===== src/hw/rtl/wmc_pkg.sv =====
`default_nettype none

package wmc_pkg;

  // Sub-mode counts
  localparam int GAIT_MODES_DEF = 4;
  localparam int STAB_MODES_DEF = 4;

  // Field widths
  localparam int BTN_W  = 9;
  localparam int AXIS_W = 16;
  localparam int DIST_W = 16;
  localparam int DB_W   = 15;
  localparam int IDX_W  = 4;
  localparam int SQ_W   = 31;   // square of a Q1.15 value, at most 2^30
  localparam int THR_W  = 2 * DB_W;
  localparam int CFG_W  = 16;

  // Configuration register indexes
  localparam logic CFG_DEADBAND = 1'b0;
  localparam logic CFG_DISARM   = 1'b1;

  // Button bit positions in pressed_edges (face buttons by pad side)
  localparam int BTN_R1     = 0;
  localparam int BTN_L1     = 1;
  localparam int BTN_FACE_W = 2;
  localparam int BTN_TRI    = 3;
  localparam int BTN_FACE_E = 4;
  localparam int BTN_RIGHT  = 5;
  localparam int BTN_LEFT   = 6;
  localparam int BTN_UP     = 7;
  localparam int BTN_DOWN   = 8;

  // Reset values of the configuration registers
  localparam logic [DB_W-1:0]   DEADBAND_RST = 15'd3277;
  localparam logic [DIST_W-1:0] DISARM_RST   = 16'd15;

  // Walker mode
  typedef enum logic [2:0] {
    M_UNARMED = 3'd0,
    M_STAND   = 3'd1,
    M_WALK    = 3'd2,
    M_STAND4  = 3'd3,
    M_WALK4   = 3'd4,
    M_ROTATE  = 3'd5,
    M_DANCE   = 3'd6
  } mode_t;

  // One tick after the squaring stage
  typedef struct packed {
    logic [BTN_W-1:0] btn;
    logic             l2h;
    logic             l2r;
    logic             near;
    logic [SQ_W-1:0]  xsq;
    logic [SQ_W-1:0]  ysq;
  } tick_t;

  // One-tick event flags
  typedef struct packed {
    logic arm;
    logic disarm;
    logic reset4;
  } pulse_t;

endpackage

`default_nettype wire


===== src/hw/rtl/wmc_if.sv =====
`default_nettype none

// Input channel: one control tick
interface wmc_in_if;
  logic                       valid;
  logic                       ready;
  logic [wmc_pkg::BTN_W-1:0]  pressed_edges;
  logic                       l2_held;
  logic                       l2_released;
  logic signed [wmc_pkg::AXIS_W-1:0] stick_x;
  logic signed [wmc_pkg::AXIS_W-1:0] stick_y;
  logic [wmc_pkg::DIST_W-1:0] distance_mm;

  modport source (output valid, pressed_edges, l2_held, l2_released, stick_x, stick_y,
                  distance_mm, input ready);
  modport sink   (input valid, pressed_edges, l2_held, l2_released, stick_x, stick_y,
                  distance_mm, output ready);
endinterface

// Result channel: mode, counters and pulses after the tick
interface wmc_out_if;
  logic                      valid;
  logic                      ready;
  logic [2:0]                mode;
  logic [wmc_pkg::IDX_W-1:0] gait_index;
  logic [wmc_pkg::IDX_W-1:0] stab_index;
  logic                      arm_pulse;
  logic                      disarm_pulse;
  logic                      four_leg_reset;

  modport source (output valid, mode, gait_index, stab_index, arm_pulse, disarm_pulse,
                  four_leg_reset, input ready);
  modport sink   (input valid, mode, gait_index, stab_index, arm_pulse, disarm_pulse,
                  four_leg_reset, output ready);
endinterface

`default_nettype wire


===== src/hw/rtl/wmc_cfg.sv =====
`default_nettype none

module wmc_cfg (
  input  wire logic                         clk,
  input  wire logic                         rst_n,
  input  wire logic                         cfg_we,
  input  wire logic                         cfg_index,
  input  wire logic [wmc_pkg::CFG_W-1:0]    cfg_data,
  output logic      [wmc_pkg::THR_W-1:0]    thr_sq,
  output logic      [wmc_pkg::DIST_W-1:0]   disarm_mm
);

  logic [wmc_pkg::DB_W-1:0]   deadband_r;
  logic [wmc_pkg::DIST_W-1:0] disarm_r;
  logic [wmc_pkg::THR_W-1:0]  thr_r;

  // Register writes
  always_ff @(posedge clk) begin
    if (!rst_n) begin
      deadband_r <= wmc_pkg::DEADBAND_RST;
      disarm_r   <= wmc_pkg::DISARM_RST;
    end else if (cfg_we) begin
      unique case (cfg_index)
        wmc_pkg::CFG_DEADBAND: deadband_r <= cfg_data[wmc_pkg::DB_W-1:0];
        wmc_pkg::CFG_DISARM:   disarm_r   <= cfg_data[wmc_pkg::DIST_W-1:0];
        default: ;
      endcase
    end
  end

  // Deadband squared once, registered; follows the register in the next cycle
  always_ff @(posedge clk) begin
    thr_r <= wmc_pkg::THR_W'(deadband_r) * wmc_pkg::THR_W'(deadband_r);
  end

  assign thr_sq    = thr_r;
  assign disarm_mm = disarm_r;

endmodule

`default_nettype wire


===== src/hw/rtl/wmc_mag.sv =====
`default_nettype none

module wmc_mag (
  input  wire logic                       clk,
  input  wire logic                       rst_n,
  wmc_in_if.sink                          in_ch,
  input  wire logic [wmc_pkg::DIST_W-1:0] disarm_mm,
  output wmc_pkg::tick_t                  s1_data,
  output logic                            s1_valid,
  input  wire logic                       s1_take
);

  logic                              s0_valid_r, s0_valid_nxt;
  logic                              s1_valid_r, s1_valid_nxt;
  logic [wmc_pkg::BTN_W-1:0]         btn_r;
  logic                              l2h_r;
  logic                              l2r_r;
  logic signed [wmc_pkg::AXIS_W-1:0] x_r;
  logic signed [wmc_pkg::AXIS_W-1:0] y_r;
  logic [wmc_pkg::DIST_W-1:0]        dist_r;
  wmc_pkg::tick_t                    s1_r;
  logic signed [2*wmc_pkg::AXIS_W-1:0] xsq;
  logic signed [2*wmc_pkg::AXIS_W-1:0] ysq;
  logic                              in_xfer;
  logic                              s0_move;

  // Stage handshake
  assign s0_move      = !s1_valid_r || s1_take;
  assign in_ch.ready  = !s0_valid_r || s0_move;
  assign in_xfer      = in_ch.valid && in_ch.ready;
  assign s0_valid_nxt = in_xfer || (s0_valid_r && !s0_move);
  assign s1_valid_nxt = (s0_valid_r && s0_move) || (s1_valid_r && !s1_take);

  always_ff @(posedge clk) begin
    if (!rst_n) begin
      s0_valid_r <= 1'b0;
      s1_valid_r <= 1'b0;
    end else begin
      s0_valid_r <= s0_valid_nxt;
      s1_valid_r <= s1_valid_nxt;
    end
  end

  // Input register
  always_ff @(posedge clk) begin
    if (in_xfer) begin
      btn_r  <= in_ch.pressed_edges;
      l2h_r  <= in_ch.l2_held;
      l2r_r  <= in_ch.l2_released;
      x_r    <= in_ch.stick_x;
      y_r    <= in_ch.stick_y;
      dist_r <= in_ch.distance_mm;
    end
  end

  // Squares of both axes and the obstacle test
  assign xsq = x_r * x_r;
  assign ysq = y_r * y_r;

  always_ff @(posedge clk) begin
    if (s0_valid_r && s0_move) begin
      s1_r.btn  <= btn_r;
      s1_r.l2h  <= l2h_r;
      s1_r.l2r  <= l2r_r;
      s1_r.near <= dist_r <= disarm_mm;
      s1_r.xsq  <= xsq[wmc_pkg::SQ_W-1:0];
      s1_r.ysq  <= ysq[wmc_pkg::SQ_W-1:0];
    end
  end

  assign s1_data  = s1_r;
  assign s1_valid = s1_valid_r;

endmodule

`default_nettype wire


===== src/hw/rtl/wmc_ctrl.sv =====
`default_nettype none

module wmc_ctrl #(
  parameter int GAIT_MODES = wmc_pkg::GAIT_MODES_DEF,
  parameter int STAB_MODES = wmc_pkg::STAB_MODES_DEF
) (
  input  wire logic                      clk,
  input  wire logic                      rst_n,
  input  wire wmc_pkg::tick_t            s1_data,
  input  wire logic                      s1_valid,
  output logic                           s1_take,
  input  wire logic [wmc_pkg::THR_W-1:0] thr_sq,
  wmc_out_if.source                      out_ch
);

  localparam logic [wmc_pkg::IDX_W-1:0] GAIT_MAX = wmc_pkg::IDX_W'(GAIT_MODES - 1);
  localparam logic [wmc_pkg::IDX_W-1:0] STAB_MAX = wmc_pkg::IDX_W'(STAB_MODES - 1);

  wmc_pkg::mode_t             mode_r, mode_nxt;
  logic [wmc_pkg::IDX_W-1:0]  gait_r, gait_nxt;
  logic [wmc_pkg::IDX_W-1:0]  stab_r, stab_nxt;
  wmc_pkg::pulse_t            pulse_nxt;
  wmc_pkg::pulse_t            pulse_r;
  logic                       out_valid_r, out_valid_nxt;
  logic [wmc_pkg::SQ_W:0]     mag;
  logic                       moved;
  logic                       disarm;
  logic                       step;
  logic [wmc_pkg::IDX_W-1:0]  gait_up, gait_dn, stab_up, stab_dn;
  logic [wmc_pkg::BTN_W-1:0]  b;

  // Result register handshake
  assign s1_take       = !out_valid_r || out_ch.ready;
  assign step          = s1_valid && s1_take;
  assign out_valid_nxt = s1_take ? s1_valid : out_valid_r;

  // Stick test and disarm condition
  assign mag    = {1'b0, s1_data.xsq} + {1'b0, s1_data.ysq};
  assign moved  = mag > (wmc_pkg::SQ_W + 1)'(thr_sq);
  assign b      = s1_data.btn;
  assign disarm = b[wmc_pkg::BTN_R1] || s1_data.near;

  // Wrapping counter steps
  assign gait_up = (gait_r >= GAIT_MAX) ? '0 : gait_r + 1'b1;
  assign gait_dn = (gait_r == '0) ? GAIT_MAX : gait_r - 1'b1;
  assign stab_up = (stab_r >= STAB_MAX) ? '0 : stab_r + 1'b1;
  assign stab_dn = (stab_r == '0) ? STAB_MAX : stab_r - 1'b1;

  // Next mode and counters
  always_comb begin
    mode_nxt = mode_r;
    gait_nxt = gait_r;
    stab_nxt = stab_r;
    if (disarm) begin
      mode_nxt = wmc_pkg::M_UNARMED;
    end else begin
      unique case (mode_r)
        wmc_pkg::M_UNARMED: begin
          if (b[wmc_pkg::BTN_L1]) mode_nxt = wmc_pkg::M_STAND;
        end
        wmc_pkg::M_STAND, wmc_pkg::M_WALK: begin
          if (b[wmc_pkg::BTN_FACE_W])     mode_nxt = wmc_pkg::M_STAND4;
          else if (b[wmc_pkg::BTN_TRI])   mode_nxt = wmc_pkg::M_DANCE;
          else if (b[wmc_pkg::BTN_RIGHT]) gait_nxt = gait_up;
          else if (b[wmc_pkg::BTN_LEFT])  gait_nxt = gait_dn;
          else if (b[wmc_pkg::BTN_UP])    stab_nxt = stab_up;
          else if (b[wmc_pkg::BTN_DOWN])  stab_nxt = stab_dn;
          else if (s1_data.l2h)           mode_nxt = wmc_pkg::M_ROTATE;
          else if (mode_r == wmc_pkg::M_STAND) begin
            if (moved) mode_nxt = wmc_pkg::M_WALK;
          end else if (!moved) begin
            mode_nxt = wmc_pkg::M_STAND;
          end
        end
        wmc_pkg::M_WALK4: begin
          if (b[wmc_pkg::BTN_FACE_E]) mode_nxt = wmc_pkg::M_STAND;
          else if (!moved)            mode_nxt = wmc_pkg::M_STAND4;
        end
        wmc_pkg::M_STAND4: begin
          if (b[wmc_pkg::BTN_FACE_E]) mode_nxt = wmc_pkg::M_STAND;
          else if (moved)             mode_nxt = wmc_pkg::M_WALK4;
        end
        wmc_pkg::M_ROTATE: begin
          if (s1_data.l2r) mode_nxt = wmc_pkg::M_STAND;
        end
        wmc_pkg::M_DANCE: begin
          if (b[wmc_pkg::BTN_FACE_E]) mode_nxt = wmc_pkg::M_STAND;
        end
        default: ;  // unused code holds until a disarm
      endcase
    end
  end

  // One-tick pulses
  always_comb begin
    pulse_nxt.disarm = disarm;
    pulse_nxt.arm    = !disarm && (mode_r == wmc_pkg::M_UNARMED) && b[wmc_pkg::BTN_L1];
    pulse_nxt.reset4 = !disarm && ((mode_r == wmc_pkg::M_STAND) || (mode_r == wmc_pkg::M_WALK))
                       && b[wmc_pkg::BTN_FACE_W];
  end

  // State and result valid
  always_ff @(posedge clk) begin
    if (!rst_n) begin
      mode_r      <= wmc_pkg::M_UNARMED;
      gait_r      <= '0;
      stab_r      <= '0;
      out_valid_r <= 1'b0;
    end else begin
      out_valid_r <= out_valid_nxt;
      if (step) begin
        mode_r <= mode_nxt;
        gait_r <= gait_nxt;
        stab_r <= stab_nxt;
      end
    end
  end

  // Pulses of the result; mode and counters come straight from the state
  always_ff @(posedge clk) begin
    if (step) pulse_r <= pulse_nxt;
  end

  assign out_ch.valid          = out_valid_r;
  assign out_ch.mode           = mode_r;
  assign out_ch.gait_index     = gait_r;
  assign out_ch.stab_index     = stab_r;
  assign out_ch.arm_pulse      = pulse_r.arm;
  assign out_ch.disarm_pulse   = pulse_r.disarm;
  assign out_ch.four_leg_reset = pulse_r.reset4;

endmodule

`default_nettype wire


===== src/hw/rtl/walker_mode_controller.sv =====
// Walking-robot mode controller.
// in_ch carries one control tick (button-press edges, L2 flags, left stick
// axes, range distance); out_ch returns one result per tick: mode, gait and
// stabilisation indexes after the update, and arm, disarm and four-leg-reset
// pulses. Both channels transfer on valid and ready high at a clock edge.
// cfg_we writes register cfg_index (0 stick deadband, 1 disarm distance)
// with cfg_data; write only while no tick is in flight.
// A tick passes the input register at its transfer, then the axis squaring
// register, then the mode update into the result register, where its result
// becomes valid.
// Throughput is one tick per cycle while out_ch.ready stays high; the mode
// state lives in the result stage so consecutive ticks chain without a gap.
// Synchronous active-low reset clears the mode to unarmed, both indexes to
// zero, the registers to deadband 3277 and distance 15, and empties the pipe.
// When out_ch.ready is low the result holds and the stages behind it fill;
// in_ch.ready drops only once all three stages hold a tick.
`default_nettype none

module walker_mode_controller #(
  parameter int GAIT_MODES = wmc_pkg::GAIT_MODES_DEF,
  parameter int STAB_MODES = wmc_pkg::STAB_MODES_DEF
) (
  input  wire logic                      clk,
  input  wire logic                      rst_n,
  wmc_in_if.sink                         in_ch,
  wmc_out_if.source                      out_ch,
  input  wire logic                      cfg_we,
  input  wire logic                      cfg_index,
  input  wire logic [wmc_pkg::CFG_W-1:0] cfg_data
);

  logic [wmc_pkg::THR_W-1:0]  thr_sq;
  logic [wmc_pkg::DIST_W-1:0] disarm_mm;
  wmc_pkg::tick_t             s1_data;
  logic                       s1_valid;
  logic                       s1_take;

  wmc_cfg u_cfg (
    .clk       (clk),
    .rst_n     (rst_n),
    .cfg_we    (cfg_we),
    .cfg_index (cfg_index),
    .cfg_data  (cfg_data),
    .thr_sq    (thr_sq),
    .disarm_mm (disarm_mm)
  );

  wmc_mag u_mag (
    .clk       (clk),
    .rst_n     (rst_n),
    .in_ch     (in_ch),
    .disarm_mm (disarm_mm),
    .s1_data   (s1_data),
    .s1_valid  (s1_valid),
    .s1_take   (s1_take)
  );

  wmc_ctrl #(
    .GAIT_MODES (GAIT_MODES),
    .STAB_MODES (STAB_MODES)
  ) u_ctrl (
    .clk      (clk),
    .rst_n    (rst_n),
    .s1_data  (s1_data),
    .s1_valid (s1_valid),
    .s1_take  (s1_take),
    .thr_sq   (thr_sq),
    .out_ch   (out_ch)
  );

endmodule

`default_nettype wire


===== src/flat_wrapper.sv =====
// flat-port wrapper written by rule: the top's interface ports become plain ports
module walker_mode_controller_flat 
#(
  parameter int GAIT_MODES = wmc_pkg::GAIT_MODES_DEF,
  parameter int STAB_MODES = wmc_pkg::STAB_MODES_DEF
)
  (clk, rst_n, cfg_we, cfg_index, cfg_data, in_ch_valid, in_ch_pressed_edges, in_ch_l2_held, in_ch_l2_released, in_ch_stick_x, in_ch_stick_y, in_ch_distance_mm, in_ch_ready, out_ch_valid, out_ch_mode, out_ch_gait_index, out_ch_stab_index, out_ch_arm_pulse, out_ch_disarm_pulse, out_ch_four_leg_reset, out_ch_ready);
  wmc_in_if in_ch_i ();
  wmc_out_if out_ch_i ();
  input  wire logic clk;
  input  wire logic rst_n;
  input  wire logic cfg_we;
  input  wire logic cfg_index;
  input  wire logic [wmc_pkg::CFG_W-1:0] cfg_data;
  input wire logic [$bits(in_ch_i.valid)-1:0] in_ch_valid;
  input wire logic [$bits(in_ch_i.pressed_edges)-1:0] in_ch_pressed_edges;
  input wire logic [$bits(in_ch_i.l2_held)-1:0] in_ch_l2_held;
  input wire logic [$bits(in_ch_i.l2_released)-1:0] in_ch_l2_released;
  input wire logic [$bits(in_ch_i.stick_x)-1:0] in_ch_stick_x;
  input wire logic [$bits(in_ch_i.stick_y)-1:0] in_ch_stick_y;
  input wire logic [$bits(in_ch_i.distance_mm)-1:0] in_ch_distance_mm;
  output wire logic [$bits(in_ch_i.ready)-1:0] in_ch_ready;
  output wire logic [$bits(out_ch_i.valid)-1:0] out_ch_valid;
  output wire logic [$bits(out_ch_i.mode)-1:0] out_ch_mode;
  output wire logic [$bits(out_ch_i.gait_index)-1:0] out_ch_gait_index;
  output wire logic [$bits(out_ch_i.stab_index)-1:0] out_ch_stab_index;
  output wire logic [$bits(out_ch_i.arm_pulse)-1:0] out_ch_arm_pulse;
  output wire logic [$bits(out_ch_i.disarm_pulse)-1:0] out_ch_disarm_pulse;
  output wire logic [$bits(out_ch_i.four_leg_reset)-1:0] out_ch_four_leg_reset;
  input wire logic [$bits(out_ch_i.ready)-1:0] out_ch_ready;
  assign in_ch_i.valid = in_ch_valid;
  assign in_ch_i.pressed_edges = in_ch_pressed_edges;
  assign in_ch_i.l2_held = in_ch_l2_held;
  assign in_ch_i.l2_released = in_ch_l2_released;
  assign in_ch_i.stick_x = in_ch_stick_x;
  assign in_ch_i.stick_y = in_ch_stick_y;
  assign in_ch_i.distance_mm = in_ch_distance_mm;
  assign in_ch_ready = in_ch_i.ready;
  assign out_ch_valid = out_ch_i.valid;
  assign out_ch_mode = out_ch_i.mode;
  assign out_ch_gait_index = out_ch_i.gait_index;
  assign out_ch_stab_index = out_ch_i.stab_index;
  assign out_ch_arm_pulse = out_ch_i.arm_pulse;
  assign out_ch_disarm_pulse = out_ch_i.disarm_pulse;
  assign out_ch_four_leg_reset = out_ch_i.four_leg_reset;
  assign out_ch_i.ready = out_ch_ready;
  walker_mode_controller #(.GAIT_MODES(GAIT_MODES), .STAB_MODES(STAB_MODES)) u_core (.clk(clk), .rst_n(rst_n), .in_ch(in_ch_i), .out_ch(out_ch_i), .cfg_we(cfg_we), .cfg_index(cfg_index), .cfg_data(cfg_data));
endmodule

===== config.mk =====
export PLATFORM = sky130hd
export DESIGN_NAME = walker_mode_controller_flat
export DESIGN_NICKNAME = d
export VERILOG_FILES = /design/src/hw/rtl/wmc_pkg.sv /design/src/hw/rtl/wmc_if.sv /design/src/hw/rtl/wmc_cfg.sv /design/src/hw/rtl/wmc_mag.sv /design/src/hw/rtl/wmc_ctrl.sv /design/src/hw/rtl/walker_mode_controller.sv /design/src/flat_wrapper.sv
export SDC_FILE = /design/constraint.sdc
export NUM_CORES = 2
export LEC_CHECK = 0
export ABC_AREA = 1
export BUFFER_PORTS_ARGS = -buffer_cell sky130_fd_sc_hd__buf_2
export CAP_MARGIN = 10
export CORE_MARGIN = 4
export CORE_UTILIZATION = 30
export CTS_CLUSTER_DIAMETER = 120
export DETAILED_ROUTE_END_ITERATION = 12
export HOLD_SLACK_MARGIN = 0.08
export SYNTH_ARGS = -nofsm -noshare
export SYNTH_HDL_FRONTEND = slang
export SYNTH_SLANG_ARGS = --single-unit
export TNS_END_PERCENT = 30

===== constraint.sdc =====
create_clock -name clk -period 16.3 [get_ports clk]
set_clock_uncertainty 0.15 [all_clocks]
set_input_delay 2.445 -clock clk [delete_from_list [all_inputs] [get_ports clk]]
set_output_delay 2.445 -clock clk [all_outputs]
set_load 0.02 [all_outputs]

## Word level (Yosys, flattened, before mapping)

Index checks and enable logic that the tools add are counted.

- Register bits: 211
- Word-level logic and storage cells: 120
- Output and inout bits: 16
- Input port bits: 81

- Add/subtract/negate cells: 5
- Multipliers: 3
- Magnitude comparators: 4
- Bitwise gates (word level): 6
- Mux-type cells: 27
- Reductions and logical operators: 34
- Eq/ne operators: 17

Operators by type and width:

| kind | count |
|---|---|
| 16-bit by 16-bit multiplier with 31-bit output | 2 |
| 3-bit two-way mux | 18 |
| 31-bit by 31-bit adder with 32-bit output | 1 |
| 32-bit by 30-bit greater-than comparator with 1-bit output | 1 |
| 4-bit two-way mux | 8 |
| 15-bit by 15-bit multiplier with 30-bit output | 1 |
| 5-bit != test, second input constant | 4 |
| 3-bit one-hot mux with 6 select lines | 1 |
| 16-bit less-or-equal comparator | 1 |
| 7-bit by 4-bit != test with 1-bit output, second input constant | 2 |
| 13-bit AND reduction | 1 |
| 3-bit equality test, second input constant | 3 |
| 1-bit logical AND | 9 |
| 3-bit by 2-bit != test with 1-bit output, second input constant | 3 |
| 4-bit by 1-bit adder with 4-bit output, second input constant | 2 |
| 4-bit by 2-bit greater-or-equal comparator with 1-bit output, second input constant | 2 |
| 4-bit zero test | 2 |
| 4-bit by 3-bit != test with 1-bit output, second input constant | 2 |
| 8-bit AND reduction | 1 |
| 4-bit by 1-bit subtractor with 4-bit output, second input constant | 2 |
| 1-bit logical OR | 7 |
| 7-bit nonzero test | 1 |
| 3-bit by 2-bit equality test with 1-bit output, second input constant | 2 |
| 1-bit zero test | 6 |
| other kinds (7) | 14 |

## Depth between registers and ports, before layout

- Word-level depth: 13
- Mapped depth: 28
- Depth with buffers taken out: 28

## By module

A second synthesis with hierarchy kept.

- Cells, all modules: 4381
- Area, all modules: 35460.3 um^2

By module, submodules not included:

| module | sequential area each (um^2) | cells an instance | instances | area an instance (um^2) |
|---|---|---|---|---|
| wmc_mag | 3973.8 | 2710 | 1 | 23398.7 |
| wmc_cfg | 1201.2 | 1141 | 1 | 8680.8 |
| wmc_ctrl | 330.3 | 530 | 1 | 3380.7 |

## Least setup slack after synthesis

OpenSTA, ideal clock, no wires.

- Kind: register to register
- Start: register u_core.u_mag.y_r[1] (netlist bit)
- End: register u_core.u_mag.s1_r, in the netlist u_core.u_mag.s1_data[28] (data pin)
- Cell stages (with the launch flop): 24
- Setup slack: 10.050 ns
- Buffers on the path: 2
- Library setup time: 0.264 ns
- Required time: 15.886 ns
- Clock period less this slack: 6.250 ns
- Data arrival time: 5.836 ns
- Cells stage by stage: edfxtp_1 > clkbuf_1 > clkbuf_1 > nand2_1 > inv_1 > fa_1 > inv_1 > fa_1 > inv_1 > fa_1 > fa_1 > fa_1 > inv_1 > fa_1 > inv_1 > ha_1 > nand2_1 > nor4_1 > nand2_1 > o211ai_1 > nand3_1 > nand2_1 > a31oi_1 > xor2_1

- Cells in the longest elaborated chain, start to end: 1

Ends and longest elaborated chain:

| item | RTL line | RTL |
|---|---|---|
| from (decl) | wmc_mag.sv:19 | `logic signed [wmc_pkg::AXIS_W-1:0] y_r;` |
| from (signal assigned) | wmc_mag.sv:51 | `y_r <= in_ch.stick_y;` |
| 16-bit by 16-bit multiplier with 31-bit output | wmc_mag.sv:58 | `assign ysq = y_r * y_r;` |
| via u_core.u_mag.ysq (one bit) | wmc_mag.sv:23 | `logic signed [2*wmc_pkg::AXIS_W-1:0] ysq;` |
| to (decl) | wmc_mag.sv:21 | `wmc_pkg::tick_t s1_r;` |

The timed path passes the listed nets, and every way through them passes these cells.
A chain may end at the register's enable or synchronous reset.

## Worst setup path in the final report

- Start: register u_core.u_mag.y_r[15] (netlist bit)
- End: register u_core.u_mag.s1_r, in the netlist u_core.u_mag.s1_data[28] (data pin)

Same word-level chain as after synthesis.

==> flow_summary_export.csv <==
group,metric,value,unit
run_status,status,"completed",
yosys,synth-compound-area-share,0.0618,
cells_and_area,ff_latch_area,5510,µm²
yosys,synth_ff_type,"edfxtp_1",
setup_path,regToRegEndpoint,"u_core.u_mag.s1_data[28]",
yosys,synth_top_family_by_area,"adder cells",
worst_hold_path,hold_path.startpoint,"u_core.u_mag.btn_r[6]",
worst_hold_path,worstHoldPathCells,0,
yosys,synth_area,33000,µm²
cells_and_area,layout-drive-gt1-share,0.0497,
setup_path,arrival,7.11,ns
sta,setup_viol,0,
yosys,async_flop_share,0,
placed_design,dpl.hpwl,59.5,mm
setup_path,slowest_delay,0.71,ns
sta,period_share,0.424,
yosys,syn_nets,4731,
clocking,cts_setup_buffers,0,
grt,grt_pass1_vias,24700,
floorplanning,die_h,340,µm
grt,grt_util_all_layers,0.128,
drt,post-route-drc-count,0,
sta,finalHoldViolCount,0,
grt,antenna_found_initial,3,
clocking,cts_root_buffer,"clkbuf_16",
setup_path,path_common_cell,"fa_1",
yosys,synthMuxAreaShare,0,
sta,tightest_slew,0.928,ns
grt,grt_pass1_wl,121,mm
yosys,synth-edff-count,134,
floorplanning,fp.dieW,340,µm
floorplanning,num_io_pins,97,
worst_hold_path,hold-path-endpoint,"u_core.u_mag.s1_data[71]",
yosys,synth_fa_ha_area_frac,0.488,
setup_path,slowest_stage,"edfxtp_1",
yosys,syn_inst,3720,
yosys,synth_xor_area_frac,0.0406,
drt,vias,22900,
drt,final_antenna_net_count,0,
clocking,clkTransAtPathRegs,0.05,ns
job,maxCapViolations,0,
floorplanning,core,109000,µm²
clocking,post_cts_resized,0,
floorplanning,row_count,121,
clocking,hold_buffers,0,
drt,dr.pass1.iters,6,
clocking,clkSinkCount,208,
clocking,htreeDepth,1,
yosys,synth-seq-cells,208,
sta,finalSetupTns,0,ns
setup_path,cp_data_required_time,16.50,ns
yosys,synth_seq_area_share,0.167,
drt,wirelength,71.2,mm
setup_path,crit_chain,"nand2_1 -> inv_1 -> fa_1 -> inv_1 -> fa_1 -> inv_1 -> fa_1 -> fa_1 -> fa_1 -> inv_1 -> fa_1 -> inv_1 -> ha_1 -> nand2_1 -> nor4_1 -> nand2_1 -> o211ai_1 -> nand3_1 -> nand2_1 -> a31oi_1 -> xor2_1",
sta,fmax,145,MHz
cells_and_area,multi_input_area,22900,µm²
floorplanning,initial_utilization,0.303,
yosys,yosysUniqueCellTypes,51,
cells_and_area,syn_to_final_growth,8.92,%
sta,finalMaxSlewViolations,0,
setup_path,start_kind,"register",
sta,rsz0062_at_grt,"no",
grt,grt.overflow.total,0,
drt,routed_via_density,4.41,
setup_path,ff2ff_setup_slack,9.39,ns
placed_design,port_buffers,96,
cells_and_area,n_fill_cell,11300,
drt,drtIter0Drc,908,
cells_and_area,antenna_cells,0,
floorplanning,dieArea,115000,µm²
sta,slew_headroom,0.381,
clocking,cts_buffer_depth,3,
clocking,insertion_delay,0.62,ns
drt,routedWlPerCell,13.7,µm
clocking,numCtsBuffers,31,
clocking,cts_tree,"done",
yosys,yosys.area_share.simple,0.104,
worst_hold_path,hp-class,"register to register",
yosys,syn_avg_cell_area,8.87,µm²
grt,grt_max_degree,68,
sta,fin_crit,6.91,ns
setup_path,reg2regPathDepth,21,
setup_path,reg2reg_from,"u_core.u_mag.y_r[15]",
setup_path,endpoint_kind,"register",
setup_path,critical_path_class,"register to register",
cells_and_area,final_nets,4767,
setup_path,cp_max_fo,21,
yosys,ys_warn_count,0,
placed_design,gp_congestion,0.854,
-- cell families after synthesis --
| family | Yosys count |
|---|---|
| buffers and inverters | 1222 |
| flip-flops | 208 |
| XOR/XNOR | 153 |
| AND/OR/NAND/NOR | 853 |
| AO/OA/AOI/OAI | 354 |
| adder cells (fa/ha/maj) | 930 |
-- cell type report --
cell class                 count  share of cell area
sequential                   208               0.153
multi-input combinational   2290               0.637
timing repair buffer         100              0.0142
inverter                    1125               0.118
tap                         1414              0.0492
clock inverter                16             0.00477
clock buffer                  42              0.0239
-- worst max-delay path, delay by kind of cell (launching register included) --
family / cells / cell delay, ns
buf+inv: 5 / 0.48
compound gates: 2 / 0.39
xor+xnor: 1 / 0.15
flops: 1 / 0.71
fa+ha+maj: 7 / 3.68
simple gates: 6 / 1.07
-- per-layer routing --
metal,vias up,track usage,part of all wire
li1,11100,-,-
met1,11400,0.164,0.44
met2,321,0.230,0.50
met3,84,0.0160,0.035
met4,4,0.0247,0.020
met5,-,0,0.00038
-- metrics by stage --
| step | hold slack (ns) | cell area [µm²] | utilization | cells | setup slack [ns] |
|---|---|---|---|---|---|
| 3_5_place_dp | 0.255 | 34900 | 0.320 | 5137 | 9.46 |
| 2_1_floorplan | 0.179 | 33000 | - | 3720 | 10.05 |
| 5_1_grt | 0.274 | 35900 | 0.330 | 5195 | 9.06 |
| 6_report | 0.268 | 35900 | 0.330 | 5195 | 9.39 |
| 4_1_cts | 0.268 | 35900 | 0.330 | 5195 | 9.43 |
| 3_3_place_gp | 0.252 | 34900 | 0.320 | 5137 | 9.52 |
-- cells in the mapped netlist, types with 12 or more instances --
cell / instances / area [µm²]
ha_1: 335 / 4190
nand3_1: 46 / 230
nand2_1: 610 / 2290
o21ai_0: 87 / 435
o21bai_1: 12 / 90.1
clkbuf_1: 91 / 342
xor2_1: 93 / 815
a21o_1: 12 / 90.1
nor3_1: 17 / 85.1
fa_1: 595 / 11900
nand4_1: 16 / 100
dfxtp_1: 74 / 1480
o211ai_1: 14 / 105
nor2_1: 133 / 499
edfxtp_1: 134 / 4020
a21oi_1: 166 / 831
inv_1: 1120 / 4200
xnor2_1: 60 / 526
-- sequential cells by signal, indices dropped and copies added, names as in the netlist, 3 cells and up --
name	count
u_core.u_mag.s1_data	72
u_core.u_ctrl.out_ch.mode	3
u_core.u_cfg.disarm_mm	16
u_core.u_mag.y_r	16
u_core.u_ctrl.out_ch.gait_index	4
u_core.u_ctrl.out_ch.stab_index	4
u_core.u_mag.x_r	16
u_core.u_cfg.thr_sq	29
u_core.u_mag.btn_r	9
u_core.u_cfg.deadband_r	15
u_core.u_mag.dist_r	16
-- how the worst max path moves through the flow --
stage,from,slack [ns],to,cells past startpoint
after CTS,u_core.u_mag.y_r[15],9.43,u_core.u_mag.s1_data[28],21
after global placement,u_core.u_mag.y_r[15],9.52,u_core.u_mag.s1_data[28],21
after floorplan,u_core.u_mag.y_r[1],10.05,u_core.u_mag.s1_data[28],23
after detailed placement,u_core.u_mag.y_r[15],9.46,u_core.u_mag.s1_data[28],21
final,u_core.u_mag.y_r[15],9.39,u_core.u_mag.s1_data[28],21
after global routing,u_core.u_mag.y_r[15],9.06,u_core.u_mag.s1_data[28],21
-- cells in the final DEF, fill, tap and decap left out, types with 5 or more instances in the layout --
master | netlist | routed
o21ai_1 | 8 | 8
o211ai_1 | 14 | 14
edfxtp_1 | 134 | 134
a21oi_1 | 166 | 166
nor3_1 | 17 | 17
inv_1 | 1120 | 1118
a31oi_1 | 10 | 10
nor4_1 | 10 | 10
clkbuf_16 | 0 | 33
xnor2_1 | 60 | 60
fa_1 | 595 | 595
a21o_1 | 12 | 12
nand3_1 | 46 | 46
nand2_2 | 8 | 8
inv_2 | 4 | 5
o21bai_1 | 12 | 12
buf_2 | 1 | 96
nand4_1 | 16 | 16
o21ai_0 | 87 | 87
nand2_1 | 610 | 610
o21a_1 | 5 | 5
ha_1 | 335 | 335
clkbuf_1 | 91 | 9
a31o_2 | 5 | 5
dfxtp_1 | 74 | 74
nor2_1 | 133 | 133
xor2_1 | 93 | 93
o21ai_2 | 5 | 5
Power is not shown: default switching activity piles up to over one toggle a cycle in this logic, so the estimate is an artifact.
